[config.mk]
export PLATFORM = sky130hd
export DESIGN_NAME = color_pixel_detector_core_flat
export DESIGN_NICKNAME = d
export VERILOG_FILES = /design/src/cpd_pkg.sv /design/src/cpd_if.sv /design/src/cpd_sat_div.sv /design/src/cpd_front.sv /design/src/cpd_queue.sv /design/src/cpd_back.sv /design/src/color_pixel_detector_core.sv /design/src/flat_wrapper.sv
export SDC_FILE = /design/constraint.sdc
export NUM_CORES = 1
export LEC_CHECK = 0
export BUFFER_PORTS_ARGS = -buffer_cell sky130_fd_sc_hd__buf_2
export CORE_ASPECT_RATIO = 1.2
export CORE_MARGIN = 1.5
export CORE_UTILIZATION = 34
export CTS_CLUSTER_SIZE = 30
export DETAILED_ROUTE_END_ITERATION = 16
export GPL_TIMING_DRIVEN = 0
export PLACE_DENSITY = 0.51
export SYNTH_ARGS = -nofsm -noshare
export SYNTH_HDL_FRONTEND = slang
export SYNTH_SLANG_ARGS = --single-unit
export TNS_END_PERCENT = 1
[constraint.sdc]
create_clock -name clk_i -period 5.1 [get_ports clk_i]
set_input_delay 1.02 -clock clk_i [delete_from_list [all_inputs] [get_ports clk_i]]
set_output_delay 1.02 -clock clk_i [all_outputs]
set_load 0.01 [all_outputs]
[src/cpd_pkg.sv]
`default_nettype none

package cpd_pkg;

  localparam int unsigned MAX_DETECTIONS_DEF = 32;
  localparam int unsigned COORD_BITS_DEF     = 12;

  localparam int unsigned COUNT_BITS     = 6;
  localparam int unsigned SIZE_BITS      = 13;
  localparam int unsigned THR_BITS       = 8;
  localparam int unsigned CHAN_BITS      = 8;
  localparam int unsigned CFG_INDEX_BITS = 3;
  localparam int unsigned CFG_DATA_BITS  = 13;
  localparam int unsigned QUEUE_DEPTH    = 4;

  // Saturation divider: numerator (sum - 3*min) * 255, denominator sum.
  localparam int unsigned NUM_BITS  = 18;
  localparam int unsigned DEN_BITS  = 10;
  localparam int unsigned QUOT_BITS = 8;

  localparam logic [CFG_INDEX_BITS-1:0] REG_FRAME_WIDTH  = 3'd0;
  localparam logic [CFG_INDEX_BITS-1:0] REG_FRAME_HEIGHT = 3'd1;
  localparam logic [CFG_INDEX_BITS-1:0] REG_BRIGHT_THR   = 3'd2;
  localparam logic [CFG_INDEX_BITS-1:0] REG_SAT_THR      = 3'd3;

  localparam logic [SIZE_BITS-1:0] FRAME_WIDTH_RST  = 13'd640;
  localparam logic [SIZE_BITS-1:0] FRAME_HEIGHT_RST = 13'd480;
  localparam logic [THR_BITS-1:0]  BRIGHT_THR_RST   = 8'd150;
  localparam logic [THR_BITS-1:0]  SAT_THR_RST      = 8'd30;

  localparam logic [2:0] COLOR_NONE   = 3'd0;
  localparam logic [2:0] COLOR_RED    = 3'd1;
  localparam logic [2:0] COLOR_YELLOW = 3'd2;
  localparam logic [2:0] COLOR_GREEN  = 3'd4;

  localparam logic KIND_DETECTION = 1'b0;
  localparam logic KIND_SUMMARY   = 1'b1;

  localparam logic [CHAN_BITS-1:0] CHAN_HIGH = 8'd150;
  localparam logic [CHAN_BITS-1:0] CHAN_LOW  = 8'd100;

  localparam logic [15:0] LUMA_R = 16'd77;
  localparam logic [15:0] LUMA_G = 16'd150;
  localparam logic [15:0] LUMA_B = 16'd29;

  localparam logic [8:0] CONF_OFFSET = 9'd50;
  localparam logic [8:0] CONF_MAX    = 9'd255;

  typedef struct packed {
    logic [SIZE_BITS-1:0] frame_width;
    logic [SIZE_BITS-1:0] frame_height;
    logic [THR_BITS-1:0]  bright_thr;
    logic [THR_BITS-1:0]  sat_thr;
  } cfg_t;

  // One classified pixel handed from the front to the back.
  typedef struct packed {
    logic                  detect;
    logic                  frame_end;
    logic [7:0]            confidence;
    logic [2:0]            color;
    logic [COUNT_BITS-1:0] count;
  } rec_t;

  typedef enum logic [1:0] {
    FE_IDLE,
    FE_DIV,
    FE_PUSH
  } fe_state_e;

  typedef enum logic {
    BK_DETECT,
    BK_SUMMARY
  } bk_state_e;

  function automatic logic [2:0] classify(input logic [CHAN_BITS-1:0] r,
                                          input logic [CHAN_BITS-1:0] g,
                                          input logic [CHAN_BITS-1:0] b);
    logic [2:0] c;
    c = COLOR_NONE;
    if (r >= CHAN_HIGH && g < CHAN_LOW && b < CHAN_LOW) begin
      c = COLOR_RED;
    end else if (r >= CHAN_HIGH && g >= CHAN_HIGH && b < CHAN_LOW) begin
      c = COLOR_YELLOW;
    end else if (g >= CHAN_LOW && r < CHAN_HIGH && b < CHAN_HIGH) begin
      c = COLOR_GREEN;
    end
    return c;
  endfunction

endpackage

`default_nettype wire

[src/cpd_if.sv]
`default_nettype none

interface cpd_pixel_if;
  logic       valid;
  logic       ready;
  logic [7:0] pixel_red;
  logic [7:0] pixel_green;
  logic [7:0] pixel_blue;

  modport source (output valid, output pixel_red, output pixel_green, output pixel_blue,
                  input ready);
  modport sink (input valid, input pixel_red, input pixel_green, input pixel_blue,
                output ready);
endinterface

interface cpd_result_if #(
  parameter int unsigned COORD_BITS = cpd_pkg::COORD_BITS_DEF
);
  logic                            valid;
  logic                            ready;
  logic                            result_kind;
  logic [COORD_BITS-1:0]           column;
  logic [COORD_BITS-1:0]           row;
  logic [7:0]                      confidence;
  logic [2:0]                      color_code;
  logic [cpd_pkg::COUNT_BITS-1:0]  detection_count;
  logic                            last_of_item;

  modport source (output valid, output result_kind, output column, output row,
                  output confidence, output color_code, output detection_count,
                  output last_of_item, input ready);
  modport sink (input valid, input result_kind, input column, input row,
                input confidence, input color_code, input detection_count,
                input last_of_item, output ready);
endinterface

interface cpd_cfg_if;
  logic                               valid;
  logic                               ready;
  logic [cpd_pkg::CFG_INDEX_BITS-1:0] index;
  logic [cpd_pkg::CFG_DATA_BITS-1:0]  data;

  modport source (output valid, output index, output data, input ready);
  modport sink (input valid, input index, input data, output ready);
endinterface

`default_nettype wire

[src/cpd_sat_div.sv]
`default_nettype none

// Restoring divider, one quotient bit per cycle, most significant first.
module cpd_sat_div (
  input  wire logic                           clk_i,
  input  wire logic                           rst_ni,
  input  wire logic                           start_i,
  input  wire logic [cpd_pkg::NUM_BITS-1:0]   numer_i,
  input  wire logic [cpd_pkg::DEN_BITS-1:0]   denom_i,
  output logic                                done_o,
  output logic [cpd_pkg::QUOT_BITS-1:0]       quot_o
);

  localparam int unsigned NB = cpd_pkg::NUM_BITS;
  localparam int unsigned DB = cpd_pkg::DEN_BITS;
  localparam int unsigned QB = cpd_pkg::QUOT_BITS;
  localparam int unsigned SB = $clog2(QB);

  logic [NB-1:0] rem_q, rem_d;
  logic [NB-1:0] div_q, div_d;
  logic [QB-1:0] quot_q, quot_d;
  logic [SB-1:0] step_q, step_d;
  logic          busy_q, busy_d;
  logic          done_q, done_d;
  logic          rem_ge;

  assign rem_ge = (rem_q >= div_q);

  always_comb begin
    rem_d  = rem_q;
    div_d  = div_q;
    quot_d = quot_q;
    step_d = step_q;
    busy_d = busy_q;
    done_d = 1'b0;
    if (start_i) begin
      rem_d  = numer_i;
      div_d  = NB'({denom_i, {(QB-1){1'b0}}});
      quot_d = '0;
      step_d = SB'(QB - 1);
      busy_d = 1'b1;
    end else if (busy_q) begin
      if (rem_ge) begin
        rem_d = rem_q - div_q;
      end
      quot_d = {quot_q[QB-2:0], rem_ge};
      div_d  = div_q >> 1;
      if (step_q == '0) begin
        busy_d = 1'b0;
        done_d = 1'b1;
      end else begin
        step_d = step_q - SB'(1);
      end
    end
  end

  always_ff @(posedge clk_i or negedge rst_ni) begin
    if (!rst_ni) begin
      busy_q <= 1'b0;
      done_q <= 1'b0;
      step_q <= '0;
    end else begin
      busy_q <= busy_d;
      done_q <= done_d;
      step_q <= step_d;
    end
  end

  always_ff @(posedge clk_i) begin
    rem_q  <= rem_d;
    div_q  <= div_d;
    quot_q <= quot_d;
  end

  assign done_o = done_q;
  assign quot_o = quot_q;

endmodule

`default_nettype wire

[src/cpd_front.sv]
`default_nettype none

module cpd_front #(
  parameter int unsigned MAX_DETECTIONS = cpd_pkg::MAX_DETECTIONS_DEF,
  parameter int unsigned COORD_BITS     = cpd_pkg::COORD_BITS_DEF
) (
  input  wire logic                  clk_i,
  input  wire logic                  rst_ni,
  cpd_pixel_if.sink                  pixel_i,
  input  wire cpd_pkg::cfg_t         cfg_i,
  input  wire logic                  full_i,
  output logic                       push_o,
  output cpd_pkg::rec_t              rec_o,
  output logic [COORD_BITS-1:0]      col_o,
  output logic [COORD_BITS-1:0]      row_o
);

  localparam int unsigned CB = COORD_BITS;
  localparam int unsigned CN = cpd_pkg::COUNT_BITS;
  localparam int unsigned VW = (CB + 1 > cpd_pkg::SIZE_BITS) ? CB + 1 : cpd_pkg::SIZE_BITS;
  localparam logic [VW-1:0] Span = VW'(2 ** CB);

  // Last index along one axis: a size of zero acts as one, a size beyond the
  // coordinate range acts as the full range.
  function automatic logic [CB-1:0] last_index(input logic [cpd_pkg::SIZE_BITS-1:0] v);
    logic [VW-1:0] ve;
    logic [VW-1:0] l;
    ve = VW'(v);
    if (ve == '0) begin
      l = '0;
    end else if (ve > Span) begin
      l = Span - VW'(1);
    end else begin
      l = ve - VW'(1);
    end
    return l[CB-1:0];
  endfunction

  cpd_pkg::fe_state_e state_q, state_d;

  logic [CB-1:0] col_cnt_q, col_cnt_d;
  logic [CB-1:0] row_cnt_q, row_cnt_d;
  logic [CN-1:0] found_q, found_d;

  logic [CB-1:0] col_q, row_q;
  logic [2:0]    color_q;
  logic          bright_q, zero_q, fend_q;

  logic                            accept;
  logic [CB-1:0]                   w_last, h_last;
  logic                            at_row_end, frame_end;
  logic [9:0]                      sum, min3, diff;
  logic [7:0]                      mn;
  logic [cpd_pkg::NUM_BITS-1:0]    numer;
  logic [15:0]                     luma_full;
  logic                            div_done;
  logic [cpd_pkg::QUOT_BITS-1:0]   quot;
  logic [7:0]                      sat;
  logic [8:0]                      conf_sum;
  logic                            detect, emit;
  logic [CN-1:0]                   count_next;

  // Per-pixel terms, taken at the accepting edge.
  always_comb begin
    mn = (pixel_i.pixel_red < pixel_i.pixel_green) ? pixel_i.pixel_red : pixel_i.pixel_green;
    if (pixel_i.pixel_blue < mn) begin
      mn = pixel_i.pixel_blue;
    end
    sum  = 10'(pixel_i.pixel_red) + 10'(pixel_i.pixel_green) + 10'(pixel_i.pixel_blue);
    min3 = 10'(mn) * 10'd3;
    diff = sum - min3;
    numer = {diff, 8'b0} - cpd_pkg::NUM_BITS'(diff);
    luma_full = 16'(pixel_i.pixel_red) * cpd_pkg::LUMA_R
              + 16'(pixel_i.pixel_green) * cpd_pkg::LUMA_G
              + 16'(pixel_i.pixel_blue) * cpd_pkg::LUMA_B;
  end

  assign w_last     = last_index(cfg_i.frame_width);
  assign h_last     = last_index(cfg_i.frame_height);
  assign at_row_end = (col_cnt_q >= w_last);
  assign frame_end  = at_row_end && (row_cnt_q >= h_last);

  cpd_sat_div u_div (
    .clk_i   (clk_i),
    .rst_ni  (rst_ni),
    .start_i (accept),
    .numer_i (numer),
    .denom_i (sum),
    .done_o  (div_done),
    .quot_o  (quot)
  );

  // Decision once saturation is known.
  always_comb begin
    sat        = zero_q ? 8'd0 : quot;
    conf_sum   = 9'(sat) + cpd_pkg::CONF_OFFSET;
    detect     = bright_q && (sat > cfg_i.sat_thr) && (color_q != cpd_pkg::COLOR_NONE) &&
                 (found_q < CN'(MAX_DETECTIONS));
    emit       = detect || fend_q;
    count_next = found_q + CN'(detect);
  end

  // Next state.
  always_comb begin
    state_d = state_q;
    case (state_q)
      cpd_pkg::FE_IDLE: begin
        if (pixel_i.valid) begin
          state_d = cpd_pkg::FE_DIV;
        end
      end
      cpd_pkg::FE_DIV: begin
        if (div_done) begin
          state_d = cpd_pkg::FE_PUSH;
        end
      end
      cpd_pkg::FE_PUSH: begin
        if (!emit || !full_i) begin
          state_d = cpd_pkg::FE_IDLE;
        end
      end
      default: state_d = cpd_pkg::FE_IDLE;
    endcase
  end

  // Outputs.
  always_comb begin
    pixel_i.ready = 1'b0;
    push_o        = 1'b0;
    case (state_q)
      cpd_pkg::FE_IDLE: pixel_i.ready = 1'b1;
      cpd_pkg::FE_PUSH: push_o = emit && !full_i;
      default: ;
    endcase
  end

  assign accept = pixel_i.valid && pixel_i.ready;

  // Frame position and detection count.
  always_comb begin
    col_cnt_d = col_cnt_q;
    row_cnt_d = row_cnt_q;
    found_d   = found_q;
    if (accept) begin
      if (frame_end) begin
        col_cnt_d = '0;
        row_cnt_d = '0;
      end else if (at_row_end) begin
        col_cnt_d = '0;
        row_cnt_d = row_cnt_q + CB'(1);
      end else begin
        col_cnt_d = col_cnt_q + CB'(1);
      end
    end
    if (state_q == cpd_pkg::FE_PUSH && state_d == cpd_pkg::FE_IDLE) begin
      found_d = fend_q ? '0 : count_next;
    end
  end

  always_ff @(posedge clk_i or negedge rst_ni) begin
    if (!rst_ni) begin
      state_q   <= cpd_pkg::FE_IDLE;
      col_cnt_q <= '0;
      row_cnt_q <= '0;
      found_q   <= '0;
    end else begin
      state_q   <= state_d;
      col_cnt_q <= col_cnt_d;
      row_cnt_q <= row_cnt_d;
      found_q   <= found_d;
    end
  end

  always_ff @(posedge clk_i) begin
    if (accept) begin
      col_q    <= col_cnt_q;
      row_q    <= row_cnt_q;
      color_q  <= cpd_pkg::classify(pixel_i.pixel_red, pixel_i.pixel_green,
                                    pixel_i.pixel_blue);
      bright_q <= (luma_full[15:8] > cfg_i.bright_thr);
      zero_q   <= (sum == '0);
      fend_q   <= frame_end;
    end
  end

  always_comb begin
    rec_o.detect     = detect;
    rec_o.frame_end  = fend_q;
    rec_o.confidence = (conf_sum > cpd_pkg::CONF_MAX) ? 8'hFF : conf_sum[7:0];
    rec_o.color      = color_q;
    rec_o.count      = count_next;
  end

  assign col_o = col_q;
  assign row_o = row_q;

endmodule

`default_nettype wire

[src/cpd_queue.sv]
`default_nettype none

module cpd_queue #(
  parameter int unsigned WIDTH = 32,
  parameter int unsigned DEPTH = cpd_pkg::QUEUE_DEPTH
) (
  input  wire logic             clk_i,
  input  wire logic             rst_ni,
  input  wire logic             push_i,
  input  wire logic [WIDTH-1:0] data_i,
  output logic                  full_o,
  input  wire logic             pop_i,
  output logic [WIDTH-1:0]      data_o,
  output logic                  empty_o
);

  localparam int unsigned AW = (DEPTH > 1) ? $clog2(DEPTH) : 1;
  localparam int unsigned CW = $clog2(DEPTH + 1);

  logic [WIDTH-1:0] slots_q [DEPTH];
  logic [AW-1:0]    wr_ptr_q, wr_ptr_d;
  logic [AW-1:0]    rd_ptr_q, rd_ptr_d;
  logic [CW-1:0]    fill_q, fill_d;
  logic             do_push, do_pop;

  assign full_o  = (fill_q == CW'(DEPTH));
  assign empty_o = (fill_q == '0);
  assign do_push = push_i && !full_o;
  assign do_pop  = pop_i && !empty_o;
  assign data_o  = slots_q[rd_ptr_q];

  always_comb begin
    wr_ptr_d = wr_ptr_q;
    rd_ptr_d = rd_ptr_q;
    if (do_push) begin
      wr_ptr_d = (wr_ptr_q == AW'(DEPTH - 1)) ? '0 : wr_ptr_q + AW'(1);
    end
    if (do_pop) begin
      rd_ptr_d = (rd_ptr_q == AW'(DEPTH - 1)) ? '0 : rd_ptr_q + AW'(1);
    end
    fill_d = fill_q + CW'(do_push) - CW'(do_pop);
  end

  always_ff @(posedge clk_i or negedge rst_ni) begin
    if (!rst_ni) begin
      wr_ptr_q <= '0;
      rd_ptr_q <= '0;
      fill_q   <= '0;
    end else begin
      wr_ptr_q <= wr_ptr_d;
      rd_ptr_q <= rd_ptr_d;
      fill_q   <= fill_d;
    end
  end

  always_ff @(posedge clk_i) begin
    if (do_push) begin
      slots_q[wr_ptr_q] <= data_i;
    end
  end

endmodule

`default_nettype wire

[src/cpd_back.sv]
`default_nettype none

// Expands one classified pixel into its detection and/or summary items.
module cpd_back #(
  parameter int unsigned COORD_BITS = cpd_pkg::COORD_BITS_DEF
) (
  input  wire logic                  clk_i,
  input  wire logic                  rst_ni,
  input  wire logic                  empty_i,
  input  wire cpd_pkg::rec_t         rec_i,
  input  wire logic [COORD_BITS-1:0] col_i,
  input  wire logic [COORD_BITS-1:0] row_i,
  output logic                       pop_o,
  cpd_result_if.source               result_o
);

  localparam int unsigned CN = cpd_pkg::COUNT_BITS;

  cpd_pkg::bk_state_e state_q, state_d;

  logic                  out_valid_q, out_valid_d;
  logic                  kind_q;
  logic [COORD_BITS-1:0] col_q, row_q;
  logic [7:0]            conf_q;
  logic [2:0]            color_q;
  logic [CN-1:0]         count_q;
  logic                  last_q;

  logic load, emit_summary;

  assign load = !empty_i && (!out_valid_q || result_o.ready);

  // Next state.
  always_comb begin
    state_d = state_q;
    case (state_q)
      cpd_pkg::BK_DETECT: begin
        if (load && rec_i.detect && rec_i.frame_end) begin
          state_d = cpd_pkg::BK_SUMMARY;
        end
      end
      cpd_pkg::BK_SUMMARY: begin
        if (load) begin
          state_d = cpd_pkg::BK_DETECT;
        end
      end
      default: state_d = cpd_pkg::BK_DETECT;
    endcase
  end

  // Outputs.
  always_comb begin
    emit_summary = 1'b1;
    case (state_q)
      cpd_pkg::BK_DETECT:  emit_summary = !rec_i.detect;
      cpd_pkg::BK_SUMMARY: emit_summary = 1'b1;
      default:             emit_summary = 1'b1;
    endcase
    pop_o = load && (emit_summary || !rec_i.frame_end);
  end

  assign out_valid_d = load ? 1'b1 : (result_o.ready ? 1'b0 : out_valid_q);

  always_ff @(posedge clk_i or negedge rst_ni) begin
    if (!rst_ni) begin
      state_q     <= cpd_pkg::BK_DETECT;
      out_valid_q <= 1'b0;
    end else begin
      state_q     <= state_d;
      out_valid_q <= out_valid_d;
    end
  end

  always_ff @(posedge clk_i) begin
    if (load) begin
      count_q <= rec_i.count;
      if (emit_summary) begin
        kind_q  <= cpd_pkg::KIND_SUMMARY;
        col_q   <= '0;
        row_q   <= '0;
        conf_q  <= '0;
        color_q <= cpd_pkg::COLOR_NONE;
        last_q  <= 1'b1;
      end else begin
        kind_q  <= cpd_pkg::KIND_DETECTION;
        col_q   <= col_i;
        row_q   <= row_i;
        conf_q  <= rec_i.confidence;
        color_q <= rec_i.color;
        last_q  <= !rec_i.frame_end;
      end
    end
  end

  assign result_o.valid           = out_valid_q;
  assign result_o.result_kind     = kind_q;
  assign result_o.column          = col_q;
  assign result_o.row             = row_q;
  assign result_o.confidence      = conf_q;
  assign result_o.color_code      = color_q;
  assign result_o.detection_count = count_q;
  assign result_o.last_of_item    = last_q;

endmodule

`default_nettype wire

[src/color_pixel_detector_core.sv]
`default_nettype none

// Color pixel detector. Pixels arrive in raster order on pixel_i; each one is
// placed against the configured frame size, its luma and saturation are
// computed and it is classified as red, yellow or green. A bright, saturated,
// colored pixel gives a detection item on result_o (at most MAX_DETECTIONS per
// frame), and the last pixel of a frame gives a summary item carrying the
// frame's count, after its detection if it has one. The front end accepts a
// pixel, its bit-serial saturation divider yields one quotient bit per cycle,
// it sees the divider finish, and a pixel that gives an item is handed to a
// four-entry queue; the front end stalls only while it is full. The back end
// drains the queue through an output register, one item per cycle while
// result_o is ready. Configuration registers are written through cfg_i, which
// is always ready, and should be written only while no pixel is in flight.
module color_pixel_detector_core #(
  parameter int unsigned MAX_DETECTIONS = cpd_pkg::MAX_DETECTIONS_DEF,
  parameter int unsigned COORD_BITS     = cpd_pkg::COORD_BITS_DEF
) (
  input  wire logic    clk_i,
  input  wire logic    rst_ni,
  cpd_pixel_if.sink    pixel_i,
  cpd_cfg_if.sink      cfg_i,
  cpd_result_if.source result_o
);

  localparam int unsigned QW = 2 * COORD_BITS + $bits(cpd_pkg::rec_t);

  cpd_pkg::cfg_t cfg_q, cfg_d;

  logic                  push, full, empty, pop;
  cpd_pkg::rec_t         f_rec, b_rec;
  logic [COORD_BITS-1:0] f_col, f_row, b_col, b_row;
  logic [QW-1:0]         q_wdata, q_rdata;

  assign cfg_i.ready = 1'b1;

  always_comb begin
    cfg_d = cfg_q;
    if (cfg_i.valid) begin
      case (cfg_i.index)
        cpd_pkg::REG_FRAME_WIDTH:  cfg_d.frame_width  = cfg_i.data;
        cpd_pkg::REG_FRAME_HEIGHT: cfg_d.frame_height = cfg_i.data;
        cpd_pkg::REG_BRIGHT_THR:   cfg_d.bright_thr   = cfg_i.data[7:0];
        cpd_pkg::REG_SAT_THR:      cfg_d.sat_thr      = cfg_i.data[7:0];
        default: ;
      endcase
    end
  end

  always_ff @(posedge clk_i or negedge rst_ni) begin
    if (!rst_ni) begin
      cfg_q.frame_width  <= cpd_pkg::FRAME_WIDTH_RST;
      cfg_q.frame_height <= cpd_pkg::FRAME_HEIGHT_RST;
      cfg_q.bright_thr   <= cpd_pkg::BRIGHT_THR_RST;
      cfg_q.sat_thr      <= cpd_pkg::SAT_THR_RST;
    end else begin
      cfg_q <= cfg_d;
    end
  end

  cpd_front #(
    .MAX_DETECTIONS (MAX_DETECTIONS),
    .COORD_BITS     (COORD_BITS)
  ) u_front (
    .clk_i   (clk_i),
    .rst_ni  (rst_ni),
    .pixel_i (pixel_i),
    .cfg_i   (cfg_q),
    .full_i  (full),
    .push_o  (push),
    .rec_o   (f_rec),
    .col_o   (f_col),
    .row_o   (f_row)
  );

  assign q_wdata = {f_col, f_row, f_rec};

  cpd_queue #(
    .WIDTH (QW),
    .DEPTH (cpd_pkg::QUEUE_DEPTH)
  ) u_queue (
    .clk_i   (clk_i),
    .rst_ni  (rst_ni),
    .push_i  (push),
    .data_i  (q_wdata),
    .full_o  (full),
    .pop_i   (pop),
    .data_o  (q_rdata),
    .empty_o (empty)
  );

  assign b_col = q_rdata[QW-1 -: COORD_BITS];
  assign b_row = q_rdata[QW-1-COORD_BITS -: COORD_BITS];
  assign b_rec = q_rdata[$bits(cpd_pkg::rec_t)-1:0];

  cpd_back #(
    .COORD_BITS (COORD_BITS)
  ) u_back (
    .clk_i    (clk_i),
    .rst_ni   (rst_ni),
    .empty_i  (empty),
    .rec_i    (b_rec),
    .col_i    (b_col),
    .row_i    (b_row),
    .pop_o    (pop),
    .result_o (result_o)
  );

  // The front end must never push into a full queue.
  assert property (@(posedge clk_i) disable iff (!rst_ni) push |-> !full)
    else $error("push into full queue");

  // A summary item closes the pixel and carries no color.
  assert property (@(posedge clk_i) disable iff (!rst_ni)
      result_o.valid && (result_o.result_kind == cpd_pkg::KIND_SUMMARY) |->
      result_o.last_of_item && (result_o.color_code == cpd_pkg::COLOR_NONE))
    else $error("malformed summary item");

  // A detection names exactly one color.
  assert property (@(posedge clk_i) disable iff (!rst_ni)
      result_o.valid && (result_o.result_kind == cpd_pkg::KIND_DETECTION) |->
      $onehot(result_o.color_code))
    else $error("detection without a single color");

  // The count never passes the per-frame limit.
  assert property (@(posedge clk_i) disable iff (!rst_ni)
      result_o.valid |->
      (result_o.detection_count <= cpd_pkg::COUNT_BITS'(MAX_DETECTIONS)))
    else $error("detection count above limit");

endmodule

`default_nettype wire

[src/flat_wrapper.sv]
// flat-port wrapper written by rule: the top's interface ports become plain ports
module color_pixel_detector_core_flat 
#(
  parameter int unsigned MAX_DETECTIONS = cpd_pkg::MAX_DETECTIONS_DEF,
  parameter int unsigned COORD_BITS     = cpd_pkg::COORD_BITS_DEF
)
  (clk_i, rst_ni, pixel_i_valid, pixel_i_pixel_red, pixel_i_pixel_green, pixel_i_pixel_blue, pixel_i_ready, cfg_i_valid, cfg_i_index, cfg_i_data, cfg_i_ready, result_o_valid, result_o_result_kind, result_o_column, result_o_row, result_o_confidence, result_o_color_code, result_o_detection_count, result_o_last_of_item, result_o_ready);
  cpd_pixel_if pixel_i_i ();
  cpd_cfg_if cfg_i_i ();
  cpd_result_if #(.COORD_BITS(COORD_BITS)) result_o_i ();
  input  wire logic clk_i;
  input  wire logic rst_ni;
  input wire logic [$bits(pixel_i_i.valid)-1:0] pixel_i_valid;
  input wire logic [$bits(pixel_i_i.pixel_red)-1:0] pixel_i_pixel_red;
  input wire logic [$bits(pixel_i_i.pixel_green)-1:0] pixel_i_pixel_green;
  input wire logic [$bits(pixel_i_i.pixel_blue)-1:0] pixel_i_pixel_blue;
  output wire logic [$bits(pixel_i_i.ready)-1:0] pixel_i_ready;
  input wire logic [$bits(cfg_i_i.valid)-1:0] cfg_i_valid;
  input wire logic [$bits(cfg_i_i.index)-1:0] cfg_i_index;
  input wire logic [$bits(cfg_i_i.data)-1:0] cfg_i_data;
  output wire logic [$bits(cfg_i_i.ready)-1:0] cfg_i_ready;
  output wire logic [$bits(result_o_i.valid)-1:0] result_o_valid;
  output wire logic [$bits(result_o_i.result_kind)-1:0] result_o_result_kind;
  output wire logic [$bits(result_o_i.column)-1:0] result_o_column;
  output wire logic [$bits(result_o_i.row)-1:0] result_o_row;
  output wire logic [$bits(result_o_i.confidence)-1:0] result_o_confidence;
  output wire logic [$bits(result_o_i.color_code)-1:0] result_o_color_code;
  output wire logic [$bits(result_o_i.detection_count)-1:0] result_o_detection_count;
  output wire logic [$bits(result_o_i.last_of_item)-1:0] result_o_last_of_item;
  input wire logic [$bits(result_o_i.ready)-1:0] result_o_ready;
  assign pixel_i_i.valid = pixel_i_valid;
  assign pixel_i_i.pixel_red = pixel_i_pixel_red;
  assign pixel_i_i.pixel_green = pixel_i_pixel_green;
  assign pixel_i_i.pixel_blue = pixel_i_pixel_blue;
  assign pixel_i_ready = pixel_i_i.ready;
  assign cfg_i_i.valid = cfg_i_valid;
  assign cfg_i_i.index = cfg_i_index;
  assign cfg_i_i.data = cfg_i_data;
  assign cfg_i_ready = cfg_i_i.ready;
  assign result_o_valid = result_o_i.valid;
  assign result_o_result_kind = result_o_i.result_kind;
  assign result_o_column = result_o_i.column;
  assign result_o_row = result_o_i.row;
  assign result_o_confidence = result_o_i.confidence;
  assign result_o_color_code = result_o_i.color_code;
  assign result_o_detection_count = result_o_i.detection_count;
  assign result_o_last_of_item = result_o_i.last_of_item;
  assign result_o_i.ready = result_o_ready;
  color_pixel_detector_core #(.MAX_DETECTIONS(MAX_DETECTIONS), .COORD_BITS(COORD_BITS)) u_core (.clk_i(clk_i), .rst_ni(rst_ni), .pixel_i(pixel_i_i), .cfg_i(cfg_i_i), .result_o(result_o_i));
endmodule
; After elaboration in Yosys (flattened, before gate mapping)
; Memories as Yosys holds them, arrays and structs flattened.
; Index checks and enable logic that the tools add are counted.
[word_totals]
ff_bits = 204
mem_bits_rw = 172
input_bits = 45
output_inout_bits = 46
elab_cells = 181
mem_count = 1
[classes]
add_sub_neg = 18
n_mul = 4
n_lt_le_gt_ge = 18
n_eq_ne = 9
n_mux = 46
bitwise = 1
reduce_logical = 50
[mem_list]
columns = name, depth, width, rd, rd_ports_with_merged_regs, write_ports, line_no
row1 = u_core.u_queue.slots_q, 4, 43, 1, 0, 1, cpd_queue.sv:20  ; logic [WIDTH-1:0] slots_q [DEPTH];
[op_table]
columns = op, count
row1 = 2-to-1 mux 12 bit, 8
row2 = 2-to-1 mux 18 bit, 3
row3 = 2-to-1 mux 17 bit, 2
row4 = 2-to-1 mux 8 bit, 4
row5 = "multiplier 8 x 7 -> 15 bit, second input constant", 2
row6 = "> comparator 13 bit, second input constant", 2
row7 = logical NOT 13 bit, 2
row8 = "adder 12 x 1 -> 12 bit, second input constant", 2
row9 = >= comparator 12 bit, 2
row10 = "subtractor 12 x 1 -> 12 bit, second input constant", 2
row11 = logical AND 1 bit, 19
row12 = >= comparator 18 x 17 -> 1 bit, 1
row13 = subtractor 18 x 10 -> 18 bit, 1
row14 = subtractor 18 x 17 -> 18 bit, 1
row15 = adder 15 x 16 -> 16 bit, 1
row16 = adder 16 x 13 -> 16 bit, 1
row17 = ">= comparator 8 bit, second input constant", 2
row18 = > comparator 8 bit, 2
row19 = "< comparator 8 x 7 -> 1 bit, second input constant", 2
row20 = < comparator 8 bit, 2
row21 = "< comparator 8 bit, second input constant", 2
row22 = 2-to-1 mux 1 bit, 15
row23 = AND reduction 2 bit, 7
row24 = "multiplier 8 x 5 -> 13 bit, second input constant", 1
row25 = other kinds (33), 60

; Depth between registers and ports, before layout
; Gate-level depths: netlist (run 1).
[logic_depth]
ltp_word = 12
ltp_mapped = 35

; Cells and area by module
; From an unflattened synthesis (run 1), not the netlist that was laid out.
[hier_totals]
cells_unflattened = 1817
hier_area_um2 = 22616.7
[modules_own_cells]
columns = mod, instances, cells_each, area_per_inst_um2
row1 = cpd_front, 1, 1049, 9610.5
row2 = cpd_queue, 1, 264, 6707.7
row3 = cpd_sat_div, 1, 317, 2910.3
row4 = cpd_back, 1, 94, 1734.2
row5 = color_pixel_detector_core, 1, 93, 1654.1

; Least setup slack after synthesis (run 1)
; Ideal clock, no wire load.
[synth_path]
path_kind = in2reg
from = input pixel_i_pixel_green[4]
to = register u_core.u_front.bright_q, data pin
setup_ns = 0.262
arrival_time_ns = 7.779
required_ns = 4.838
path_slack_ns = -2.941
stages = 28
cell_sequence = ha_1 > ha_1 > inv_1 > fa_1 > fa_1 > inv_1 > ha_1 > xnor2_1 > fa_1 > fa_1 > inv_1 > fa_1 > fa_1 > inv_1 > ha_1 > o21a_1 > a22o_1 > a41o_1 > o21a_1 > o21a_1 > o21a_1 > o21a_1 > o31ai_2 > xnor2_1 > ha_1 > a21o_1 > a211oi_1 > a21oi_1
[synth_via]
elab_chain_cells = 4
[synth_lines]
columns = item, line_no
row1 = "start, declared", flat_wrapper.sv:15  ; input wire logic [$bits(pixel_i_i.pixel_green)-1:0] pixel_i_pixel_green;
row2 = multiplier 8 x 7 -> 15 bit, cpd_front.sv:74  ; + 16'(pixel_i.pixel_green) * cpd_pkg::LUMA_G
row3 = adder 15 x 16 -> 16 bit, cpd_front.sv:74
row4 = adder 16 x 13 -> 16 bit, cpd_front.sv:75  ; + 16'(pixel_i.pixel_blue) * cpd_pkg::LUMA_B;
row5 = > comparator 8 bit, cpd_front.sv:180  ; bright_q <= (luma_full[15:8] > cfg_i.bright_thr);
row6 = "end signal, assigned", cpd_front.sv:180
row7 = "end, declared", cpd_front.sv:47  ; logic bright_q, zero_q, fend_q;
; Every way passes these cells.
; A chain may end at the register's enable or synchronous reset.

; Final worst setup path (run 1)
[layout_path]
from = input pixel_i_pixel_green[3]
to = register u_core.u_front.bright_q, data pin
; The elaborated chain is that of the path after synthesis.

==> results of run 1 <==
[Yosys cell counts (43+ instances only)]
library cell,number
nor2_1,104
inv_1,173
nand2_1,108
edfxtp_1,273
xnor2_1,49
o21ai_0,98
dfrtp_1,74
mux4_2,43
ha_1,202
fa_1,72
a21oi_1,77
and3_1,50
[path summary, 6_finish.rpt]
check | from | end | slack [ps] | cells after the start
min in group clk_i | u_core.u_front.state_q[1]$_DFF_PN0_ | u_core.u_front.state_q[0]$_DFF_PN0_ | 470 | 1
min | rst_ni | u_core.u_back.result_o.valid$_DFFE_PN0P_ | 440 | 1
max | pixel_i_pixel_green[3] | u_core.u_front.bright_q$_DFFE_PP_ | -2400 | 31
max in group asynchronous | rst_ni | u_core.cfg_q[21]$_DFFE_PN1P_ | 3950 | 2
max reg2reg | u_core.cfg_q[31]$_DFFE_PN0P_ | u_core.u_front.row_cnt_q[10]$_DFFE_PN0P_ | 590 | 12
min reg2reg | u_core.u_front.state_q[1]$_DFF_PN0_ | u_core.u_front.state_q[0]$_DFF_PN0_ | 470 | 1
[flip-flops by register name, summed over array words and instances, names as in the netlist, 12 cells and up]
name and count:
u_core.u_front.col_cnt_q 12, u_core.u_queue.slots_q 172, u_core.cfg_q 42, u_core.u_front.col_o 12, u_core.u_back.result_o.row 12, u_core.u_front.u_div.rem_q 18, u_core.u_front.row_cnt_q 12, u_core.u_front.row_o 12
u_core.u_front.u_div.div_q 17, u_core.u_back.result_o.column 12
[final cells by class]
cell class	instances	area share, %
antenna	2	0.01980
buffer	46	0.7871
clock buffer	46	3.797
clock inverter	21	0.7475
inverter	174	2.584
multi-input combinational	1194	42.80
sequential	376	42.40
tap	832	4.119
timing repair buffer	100	2.742
[power groups by stage]
stage / combinational [mW] / clock, mW / sequential (mW)
after floorplan: 6.81 / 0 / 4.52
after global placement: 8.81 / 0 / 4.53
after CTS: 9.37 / 2.72 / 4.46
final: 9.38 / 2.64 / 4.45
after detailed placement: 8.99 / 0 / 4.52
after global routing: 10.7 / 2.83 / 4.52
[stage by stage]
| stage | utilization [%] | cell area, um2 |
|---|---|---|
| 2_1_floorplan | - | 22160 |
| 3_3_place_gp | 36.76 | 23640 |
| 3_5_place_dp | 37.05 | 23830 |
| 4_1_cts | 39.18 | 25200 |
| 5_1_grt | 39.29 | 25270 |
| 6_report | 39.30 | 25280 |
[logic make-up after synthesis]
family          synth area share [%]
buf+inv                        3.834
xor+xnor                       3.544
compound gates                 8.962
fa+ha+maj                      18.02
mux                            7.247
simple gates                   9.729
flops                          48.65
other cells                  0.01702
[per-layer routing]
| metal | vias to the layer above | wire (um) | share of wire (%) |
|---|---|---|---|
| met4 | 12 | 1429 | 2.8 |
| met1 | 6770 | 21280 | 42 |
| met3 | 86 | 1656 | 3.3 |
| li1 | 6745 | - | - |
| met5 | - | 85 | 0.17 |
| met2 | 191 | 25770 | 51 |
[timing repair]
item | CTS | global route
setup endpoints to repair | 18 | 28
buffers inserted | 3 | 0
pin swaps | 14 | 4
hold buffers | 0 | 0
gates cloned | 0 | 0
gates resized for setup | 50 | 12
==> qor.csv, run 1 <==
stage,metric,value,unit
placed_design,place.gp.congestion,0.8591,
clock_tree,clock_latency,550,ps
min_path,holdCritPathClass,input port to asynchronous set/reset pin,
critical_path,crit_buf_inv,5,
timing,slew_violations,0,
power,leakage,10.29,nW
power,p_int,9.792,mW
floorplan,num_rows,102,
finish,multi_input_area,10820,um2
timing,hold_violations,0,
global_routing,grt_max_degree,56,
yosys,synth_top_area_cell,edfxtp_1,
routing,drt_iter0_drc,569,
yosys,ys_types,77,
yosys,synth_area,22030,um2
yosys,synthArstFlopShare,23.40,%
power,p_seq_share,27.0,%
clock_tree,htreeDepth,2,
routing,dr.pass1.iters,4,
global_routing,busiest_layer,met2,
floorplan,die_w,235.4,um
clock_tree,cts_sinks,376,
finish,fin_cells,2791,
placed_design,post-place-ws,-3486,ps
finish,synthToLayoutAreaGrowth,14.73,%
floorplan,design.core.area,64320,um2
placed_design,place_inst,2719,
yosys,ys.warnings.count,0,
timing,period_share,147.0,%
power,combPwrFrac,56.9,%
routing,viasPerCell,4.946,
clock_tree,clockBufferDepth,3,
global_routing,grt_use_met2,28.65,%
floorplan,ios,91,
critical_path,worst-setup-path-type,input port to register,
global_routing,antenna_found_initial,8,
finish,final_common_cell,edfxtp_1,
power,fin_total_pwr,16.47,mW
yosys,synthesis.instances,1790,
yosys,ys_ff_latch,376,
critical_path,slowest_delay,520,ps
global_routing,overflow,0,
clock_tree,cts_tree,yes,
timing,holdWs,441.0,ps
critical_path,cp-start-kind,input port,
timing,rsz0062_at_grt,yes,
timing,skew,18.96,ps
placed_design,dp_hpwl,37850,um
flow_run,maxCapViolations,0,
yosys,synth_top_area_share,37.21,%
timing,max_freq,133.4,MHz
finish,final_layout_size_suffix_gt1_share,16.86,%
status,violations,negative setup slack,
finish,fin_nets,2248,
routing,wl_per_cell,18.00,um
floorplan,initial_core_util,34.25,%
floorplan,die_h,281.8,um
global_routing,grt.total_usage,15.51,%
power,switching_share,40.54,%
yosys,synth_flop_cell,edfxtp_1,
clock_tree,cts_buffers,37,
yosys,syn_nets,2109,
timing,setup_violations,17,
yosys,syn_area_per_cell,12.31,um2
yosys,synth_area_leaders,"edfxtp_1 (37%), ha_1 (11%), dfrtp_1 (8.4%)",
placed_design,port_buffers,89,
critical_path,cp_slowest_cell,fa_1,
power,power_frac_clock,16.1,%
power,peakVddDrop,0.5182,mV
routing,routed_wl,50230,um
routing,drc,0,
global_routing,grt_pass1_vias,14590,
yosys,ys_seq_area_share,48.65,%
status,status,"complete, but fails checks",
critical_path,critPathMaxFanout,8,
finish,regArea,10720,um2
global_routing,grt_util_met3,2.340,%
power,power.density,651.6,nW/um2
finish,layout_common_cells,"edfxtp_1 (273), ha_1 (190), inv_1 (168)",
global_routing,grt_use_met1,18.44,%
clock_tree,clkSlewWorstSetupHoldPaths,60,ps
clock_tree,cts_root_buffer,clkbuf_16,
timing,timing.setup.tns,-22650,ps
critical_path,crit_arrival,7790,ps
finish,fill_cells,6249,
global_routing,grt_pass1_wl,81040,um
critical_path,worst_ep_required_time,5390,ps
timing,relSlewSlack,13.95,%
routing,detail-route-antenna-nets,0,
floorplan,dieArea,66340,um2
timing,tightest_slew,1258,ps
critical_path,worstSetupEndpointType,register,
yosys,synth-edff-count,273,
routing,dr_total_vias,13800,
critical_path,crit_family,adder cells,
timing,fin_ws,-2399,ps
power,switching_power,6.677,mW
timing,period_minus_slack,7499,ps
(Power assumes the default switching activity.)
==> inputs of run 2 (changes only) <==
--- a/config.mk
+++ b/config.mk
@@ -5,14 +5,16 @@
 export SDC_FILE = /design/constraint.sdc
 export NUM_CORES = 1
 export LEC_CHECK = 0
+export ABC_AREA = 1
 export BUFFER_PORTS_ARGS = -buffer_cell sky130_fd_sc_hd__buf_2
 export CORE_ASPECT_RATIO = 1.2
 export CORE_MARGIN = 1.5
-export CORE_UTILIZATION = 34
+export CORE_UTILIZATION = 30
 export CTS_CLUSTER_SIZE = 30
 export DETAILED_ROUTE_END_ITERATION = 16
 export GPL_TIMING_DRIVEN = 0
-export PLACE_DENSITY = 0.51
+export PLACE_DENSITY = 0.47
+export SKIP_CTS_REPAIR_TIMING = 1
 export SYNTH_ARGS = -nofsm -noshare
 export SYNTH_HDL_FRONTEND = slang
 export SYNTH_SLANG_ARGS = --single-unit
==> qor.csv, run 2 <==
stage,metric,value,unit,change
status,status,"complete, but fails checks",,unchanged
status,violations,negative setup slack,,unchanged
floorplan,initial_core_util,30.22,%,was 34.25%
global_routing,grt.total_usage,14.88,%,was 15.51%
global_routing,grt_pass1_vias,16790,,was 14.59k
critical_path,critPathMaxFanout,8,,unchanged
clock_tree,cts_tree,yes,,unchanged
finish,fin_cells,3534,,was 2791
yosys,synth_area,22590,um2,was 22030 um2
critical_path,cp-start-kind,input port,,unchanged
timing,period_minus_slack,6860,ps,was 7499 ps
yosys,ys_types,64,,was 77
yosys,ys_seq_area_share,47.45,%,was 48.65%
finish,top_regs,"u_core.u_queue.slots_q: 172 flops, u_core.cfg_q: 42 flops, u_core.u_front.u_div.rem_q: 18 flops",,unchanged
timing,relSlewSlack,31.44,%,was 13.95%
finish,fin_nets,2816,,was 2248
finish,multi_input_area,10810,um2,was 10820 um2
yosys,synth_common_cells,"inv_1 (332), nand2_1 (330), nor2_1 (277)",,"was edfxtp_1 (273), ha_1 (202), inv_1 (173)"
critical_path,worst-r2r-setup-slack,1170,ps,was 590 ps
yosys,synth_flop_cell,edfxtp_1,,unchanged
flow_run,maxCapViolations,0,,unchanged
timing,setup_violations,16,,was 17
finish,largest-register,u_core.u_queue.slots_q,,unchanged
timing,tightest_slew,1028,ps,was 1258 ps
yosys,synth_area_leaders,"edfxtp_1 (36%), ha_1 (11%), dfrtp_1 (8.2%)",,"was edfxtp_1 (37%), ha_1 (11%), dfrtp_1 (8.4%)"
timing,hold_violations,0,,unchanged
finish,regArea,10720,um2,unchanged
floorplan,die_h,303.6,um,was 281.8 um
critical_path,worst_ep_required_time,5370,ps,was 5390 ps
timing,max_freq,145.8,MHz,was 133.4 MHz
placed_design,place_inst,3458,,was 2719
timing,rsz0062_at_grt,yes,,unchanged
floorplan,dieArea,76950,um2,was 66340 um2
routing,dr.pass1.iters,5,,was 4
yosys,synthesis.instances,2354,,was 1790
routing,drt_iter0_drc,792,,was 569
floorplan,num_rows,110,,was 102
placed_design,place.gp.congestion,0.8507,,was 0.8591
critical_path,worst-setup-path-type,input port to register,,unchanged
clock_tree,clockBufferDepth,3,,unchanged
critical_path,crit_arrival,7130,ps,was 7790 ps
floorplan,ios,91,,unchanged
power,fin_total_pwr,18.97,mW,was 16.47 mW
finish,largest_reg_flops,172,,unchanged
routing,wl_per_cell,16.05,um,was 18.00 um
finish,synthToLayoutAreaGrowth,16.52,%,was 14.73%
yosys,ys.warnings.count,0,,unchanged
yosys,synth_top_area_share,36.29,%,was 37.21%
timing,slew_violations,0,,unchanged
clock_tree,htreeDepth,2,,unchanged
floorplan,design.core.area,74730,um2,was 64320 um2
finish,layout_common_cells,"nand2_1 (324), inv_1 (320), edfxtp_1 (273)",,"was edfxtp_1 (273), ha_1 (190), inv_1 (168)"
global_routing,overflow,0,,unchanged
clock_tree,clock_latency,560,ps,was 550 ps
routing,routed_wl,56710,um,was 50230 um
routing,detail-route-antenna-nets,0,,unchanged
global_routing,antenna_found_initial,0,,was 8
clock_tree,cts_root_buffer,clkbuf_16,,unchanged
power,peakVddDrop,0.6411,mV,was 0.5182 mV
yosys,syn_nets,2673,,was 2109
placed_design,port_buffers,89,,unchanged
routing,drc,0,,unchanged
yosys,syn_area_per_cell,9.596,um2,was 12.31 um2
power,power.density,720.6,nW/um2,was 651.6 nW/um2
finish,num_antenna_cells,0,,was 2
timing,period_share,134.5,%,was 147.0%
yosys,synth-edff-count,273,,unchanged
critical_path,worstSetupEndpointType,register,,unchanged
yosys,synth.most_common_cell,inv_1,,was edfxtp_1
yosys,synth_top_area_cell,edfxtp_1,,unchanged
yosys,synthArstFlopShare,23.40,%,unchanged
routing,dr_total_vias,16370,,was 13.80k
placed_design,dp_hpwl,43240,um,was 37850 um
clock_tree,clkSlewWorstSetupHoldPaths,60,ps,about the same
clock_tree,cts_buffers,39,,was 37
global_routing,grt_max_degree,50,,was 56
clock_tree,cts_sinks,376,,unchanged
finish,final_layout_size_suffix_gt1_share,11.92,%,was 16.86%
routing,viasPerCell,4.632,,was 4.946
timing,fin_ws,-1760,ps,was -2399 ps
floorplan,die_w,253.5,um,was 235.4 um
power,leakage,11.24,nW,was 10.29 nW
global_routing,grt_pass1_wl,89730,um,was 81040 um
finish,fill_cells,7595,,was 6249
min_path,holdCritPathClass,input port to asynchronous set/reset pin,,unchanged
finish,finalCoreUtilization,35.22,%,was 39.30%
finish,final_common_cell,nand2_1,,was edfxtp_1
timing,skew,22.80,ps,was 18.96 ps
yosys,ys_ff_latch,376,,unchanged
-- run 2: per-layer routing --
metal	global-route usage, %	share of wire [%]	vias up
met3	1.677	3.4	73
met4	4.819	2.8	0
li1	-	-	8180
met1	17.33	42	7824
met5	0	0	-
met2	28.18	52	291
-- run 2: logic make-up after synthesis --
group	Yosys count	synth area share (%)
compound gates	443	10.69
xor+xnor	64	2.681
simple gates	790	14.77
buf+inv	406	6.819
flops	376	47.45
other cells	1	0.01660
fa+ha+maj	274	17.57
-- run 2: critical path, cell delays in order --
cell and delay (ps):
buf_12 130, ha_4 240, ha_4 250, inv_2 30, fa_1 470, fa_1 560
inv_2 50, ha_4 270, xnor2_2 160, fa_1 510, fa_1 520, inv_1 50
fa_1 480, fa_1 560, inv_1 70, ha_4 280, inv_2 50, nor3_4 170
nand3_2 100, o2111ai_4 130, a31oi_1 140, xor2_1 160, ha_1 340, nand2_1 70
inv_1 50, o21ai_2 120, a31oi_2 130
-- run 2: path summary, 6_finish.rpt --
path                                         startpoint                                      end  depth (start not counted)
max in group asynchronous                        rst_ni             u_core.cfg_q[21]$_DFFE_PN1P_                          2
setup / recovery                 pixel_i_pixel_green[6]        u_core.u_front.bright_q$_DFFE_PP_                         27
hold reg to reg            u_core.cfg_q[11]$_DFFE_PN0P_             u_core.cfg_q[11]$_DFFE_PN0P_                          2
hold / removal                                   rst_ni   u_core.u_queue.wr_ptr_q[1]$_DFFE_PN0P_                          1
setup reg to reg           u_core.cfg_q[29]$_DFFE_PN0P_  u_core.u_front.row_cnt_q[2]$_DFFE_PN0P_                         22
min in group clk_i         u_core.cfg_q[11]$_DFFE_PN0P_             u_core.cfg_q[11]$_DFFE_PN0P_                          2
-- run 2: layout make-up --
class | instances | area share [%]
Buffer | 61 | 0.9555
Clock buffer | 49 | 3.931
Clock inverter | 21 | 0.9175
Inverter | 345 | 4.949
Multi-Input combinational cell | 1572 | 41.07
Sequential cell | 376 | 40.72
Tap cell | 1008 | 4.792
Timing Repair Buffer | 102 | 2.662
-- run 2: through the flow --
stage               hold WS [ps]  instance area (um2)  setup TNS [ps]  setup WS, ps
CTS                        469.6                25900          -27070         -2478
floorplan                  435.8                22720          -16380         -1786
global placement           474.2                24420         -255210         -2958
detailed placement         480.0                24630          -37660         -3073
global route               500.0                26320          -17540         -2007
finish                     473.4                26320          -13510         -1760
-- run 2: where the power goes --
group / leakage, nW / internal, mW / switching (mW) / total (mW)
sequential: 3.75 / 4.27 / 0.393 / 4.66
combinational: 6.87 / 4.43 / 7.00 / 11.4
clock: 0.611 / 1.66 / 1.21 / 2.87
total: 11.2 / 10.4 / 8.61 / 19.0
==> inputs of run 3 (changes only) <==
--- a/config.mk
+++ b/config.mk
@@ -5,7 +5,6 @@
 export SDC_FILE = /design/constraint.sdc
 export NUM_CORES = 1
 export LEC_CHECK = 0
-export ABC_AREA = 1
 export BUFFER_PORTS_ARGS = -buffer_cell sky130_fd_sc_hd__buf_2
 export CORE_ASPECT_RATIO = 1.2
 export CORE_MARGIN = 1.5
==> qor.csv, run 3 (synthesized netlist as in run 1, its figures left out) <==
stage,metric,value,unit,change
routing,drt_iter0_drc,492,,was 792
global_routing,overflow,0,,unchanged
clock_tree,cts_buffers,38,,was 39
clock_tree,cts_sinks,376,,unchanged
clock_tree,clockBufferDepth,3,,unchanged
critical_path,worst_ep_required_time,5380,ps,was 5370 ps
placed_design,dp_hpwl,39180,um,was 43240 um
timing,period_share,146.7,%,was 134.5%
timing,slew_violations,0,,unchanged
timing,skew,13.36,ps,was 22.80 ps
clock_tree,cts_tree,yes,,unchanged
timing,timing.setup.tns,-24650,ps,was -13510 ps
routing,top_layer,met5,,was met4
critical_path,critPathMaxFanout,8,,unchanged
timing,period_minus_slack,7483,ps,was 6860 ps
routing,wl_met1,22310,um,was 23730 um
floorplan,die_w,250.4,um,was 253.5 um
floorplan,design.core.area,72560,um2,was 74730 um2
floorplan,ios,91,,unchanged
global_routing,grt_max_degree,57,,was 50
status,violations,negative setup slack,,unchanged
finish,layout_common_cells,"edfxtp_1 (273), ha_1 (189), inv_1 (168)",,"was nand2_1 (324), inv_1 (320), edfxtp_1 (273)"
routing,detail-route-antenna-nets,0,,unchanged
finish,final_layout_size_suffix_gt1_share,17.17,%,was 11.92%
global_routing,grt_pass1_wl,82480,um,was 89730 um
routing,wl_met2,26530,um,was 29490 um
finish,largest_reg_flops,172,,unchanged
timing,fin_ws,-2383,ps,was -1760 ps
clock_tree,cts_root_buffer,clkbuf_16,,unchanged
global_routing,grt.total_usage,13.94,%,was 14.88%
timing,hold_violations,0,,unchanged
clock_tree,htreeDepth,2,,unchanged
power,fin_total_pwr,16.62,mW,was 18.97 mW
finish,synthToLayoutAreaGrowth,15.81,%,was 16.52%
critical_path,slowest_delay,510,ps,was 560 ps
routing,dr.pass1.iters,5,,unchanged
clock_tree,clkSlewWorstSetupHoldPaths,60,ps,about the same
global_routing,grt_pass1_vias,14710,,was 16.79k
routing,wl_met3,1708,um,was 1902 um
routing,drc,0,,unchanged
finish,fill_cells,7123,,was 7595
floorplan,num_rows,108,,was 110
status,status,"complete, but fails checks",,unchanged
timing,setup_violations,17,,was 16
floorplan,initial_core_util,30.36,%,was 30.22%
finish,largest-register,u_core.u_queue.slots_q,,unchanged
finish,top_regs,"u_core.u_queue.slots_q: 172 flops, u_core.cfg_q: 42 flops, u_core.u_front.u_div.rem_q: 18 flops",,unchanged
floorplan,dieArea,75070,um2,was 76950 um2
flow_run,maxCapViolations,0,,unchanged
timing,max_freq,133.6,MHz,was 145.8 MHz
placed_design,port_buffers,89,,unchanged
routing,routed_wl,51800,um,was 56710 um
clock_tree,clock_latency,540,ps,was 560 ps
timing,tightest_slew,1003,ps,was 1028 ps
power,peakVddDrop,0.6382,mV,was 0.6411 mV
critical_path,cp-start-kind,input port,,unchanged
global_routing,antenna_found_initial,10,,was 0
finish,finalCoreUtilization,35.16,%,was 35.22%
routing,dr_total_vias,13840,,was 16.37k
critical_path,worstSetupEndpointType,register,,unchanged
power,power.density,651.6,nW/um2,was 720.6 nW/um2
finish,fin_nets,2252,,was 2816
timing,relSlewSlack,32.99,%,was 31.44%
critical_path,worst-setup-path-type,input port to register,,unchanged
critical_path,cp_common_cell,o21a_1,,was fa_1
placed_design,post-place-ws,-3563,ps,was -3073 ps
routing,wl_per_cell,17.86,um,was 16.05 um
min_path,holdCritPathClass,input port to asynchronous set/reset pin,,unchanged
critical_path,crit_arrival,7760,ps,was 7130 ps
timing,rsz0062_at_grt,yes,,unchanged
finish,final_common_cell,edfxtp_1,,was nand2_1
power,leakage,10.35,nW,was 11.24 nW
floorplan,die_h,299.9,um,was 303.6 um
critical_path,cp_slowest_cell,fa_1,,unchanged
placed_design,place.gp.congestion,0.8241,,was 0.8507
routing,viasPerCell,4.770,,was 4.632
run 3: cell types whose count changed in the layout (fill, tap and decap cells not counted), sizes merged, moves of 46 or more:
cell	change
inv	-167
and3	+50
nand2	-235
nor2	-178
nand3	-63
a21oi	-46
o21ai	-149
run 3: area by class of cell:
type / count / area [um2] / share of cell area [%]
multi-input cells: 1194 / 10780 / 42.27
flip-flops and latches: 376 / 10720 / 42.01
well taps: 935 / 1170 / 4.586
clock buffers: 57 / 1159 / 4.541
repair buffers: 103 / 703.2 / 2.756
inverters: 174 / 653.1 / 2.560
plain buffers: 46 / 195.2 / 0.7651
clock inverters: 13 / 123.9 / 0.4855
diodes: 3 / 7.507 / 0.02943
run 3: through the flow:
step	cells	hold slack (ps)	area (um2)
global route	2899	461.1	25510
global placement	2814	455.1	23770
floorplan	1790	428.0	22160
detailed placement	2822	484.9	23960
finish	2901	439.1	25510
CTS	2892	435.5	25240
run 3: power by group:
| part | switching [mW] | total, mW | internal [mW] |
|---|---|---|---|
| Combinational | 5.15 | 9.32 | 4.18 |
| Clock | 1.19 | 2.84 | 1.64 |
| Sequential | 0.324 | 4.46 | 4.14 |
| Total | 6.67 | 16.6 | 9.96 |
run 3: metal layers:
layer	track usage (%)	up-vias
met5	0	-
met4	3.838	10
met3	2.034	71
met2	25.67	178
met1	16.86	6817
li1	-	6763
run 3: critical path, delay by kind of cell:
kind,cells,cell delay (ps)
buffers and inverters,5,310
XOR/XNOR,2,280
adder cells (fa/ha/maj),11,3930
AO/OA/AOI/OAI,12,2170
AND/OR/NAND/NOR,1,60
run 3: worst paths after layout:
kind | depth (start not counted) | start | slack, ps | end
setup / recovery | 31 | pixel_i_pixel_green[3] | -2380 | u_core.u_front.bright_q$_DFFE_PP_
hold / removal | 1 | rst_ni | 440 | u_core.u_back.result_o.valid$_DFFE_PN0P_
setup reg to reg | 12 | u_core.cfg_q[31]$_DFFE_PN0P_ | 580 | u_core.u_front.row_cnt_q[11]$_DFFE_PN0P_
hold reg to reg | 1 | u_core.u_front.state_q[1]$_DFF_PN0_ | 500 | u_core.u_front.state_q[0]$_DFF_PN0_
max in group asynchronous | 2 | rst_ni | 3950 | u_core.cfg_q[10]$_DFFE_PN1P_
min in group clk_i | 1 | u_core.u_front.state_q[1]$_DFF_PN0_ | 500 | u_core.u_front.state_q[0]$_DFF_PN0_
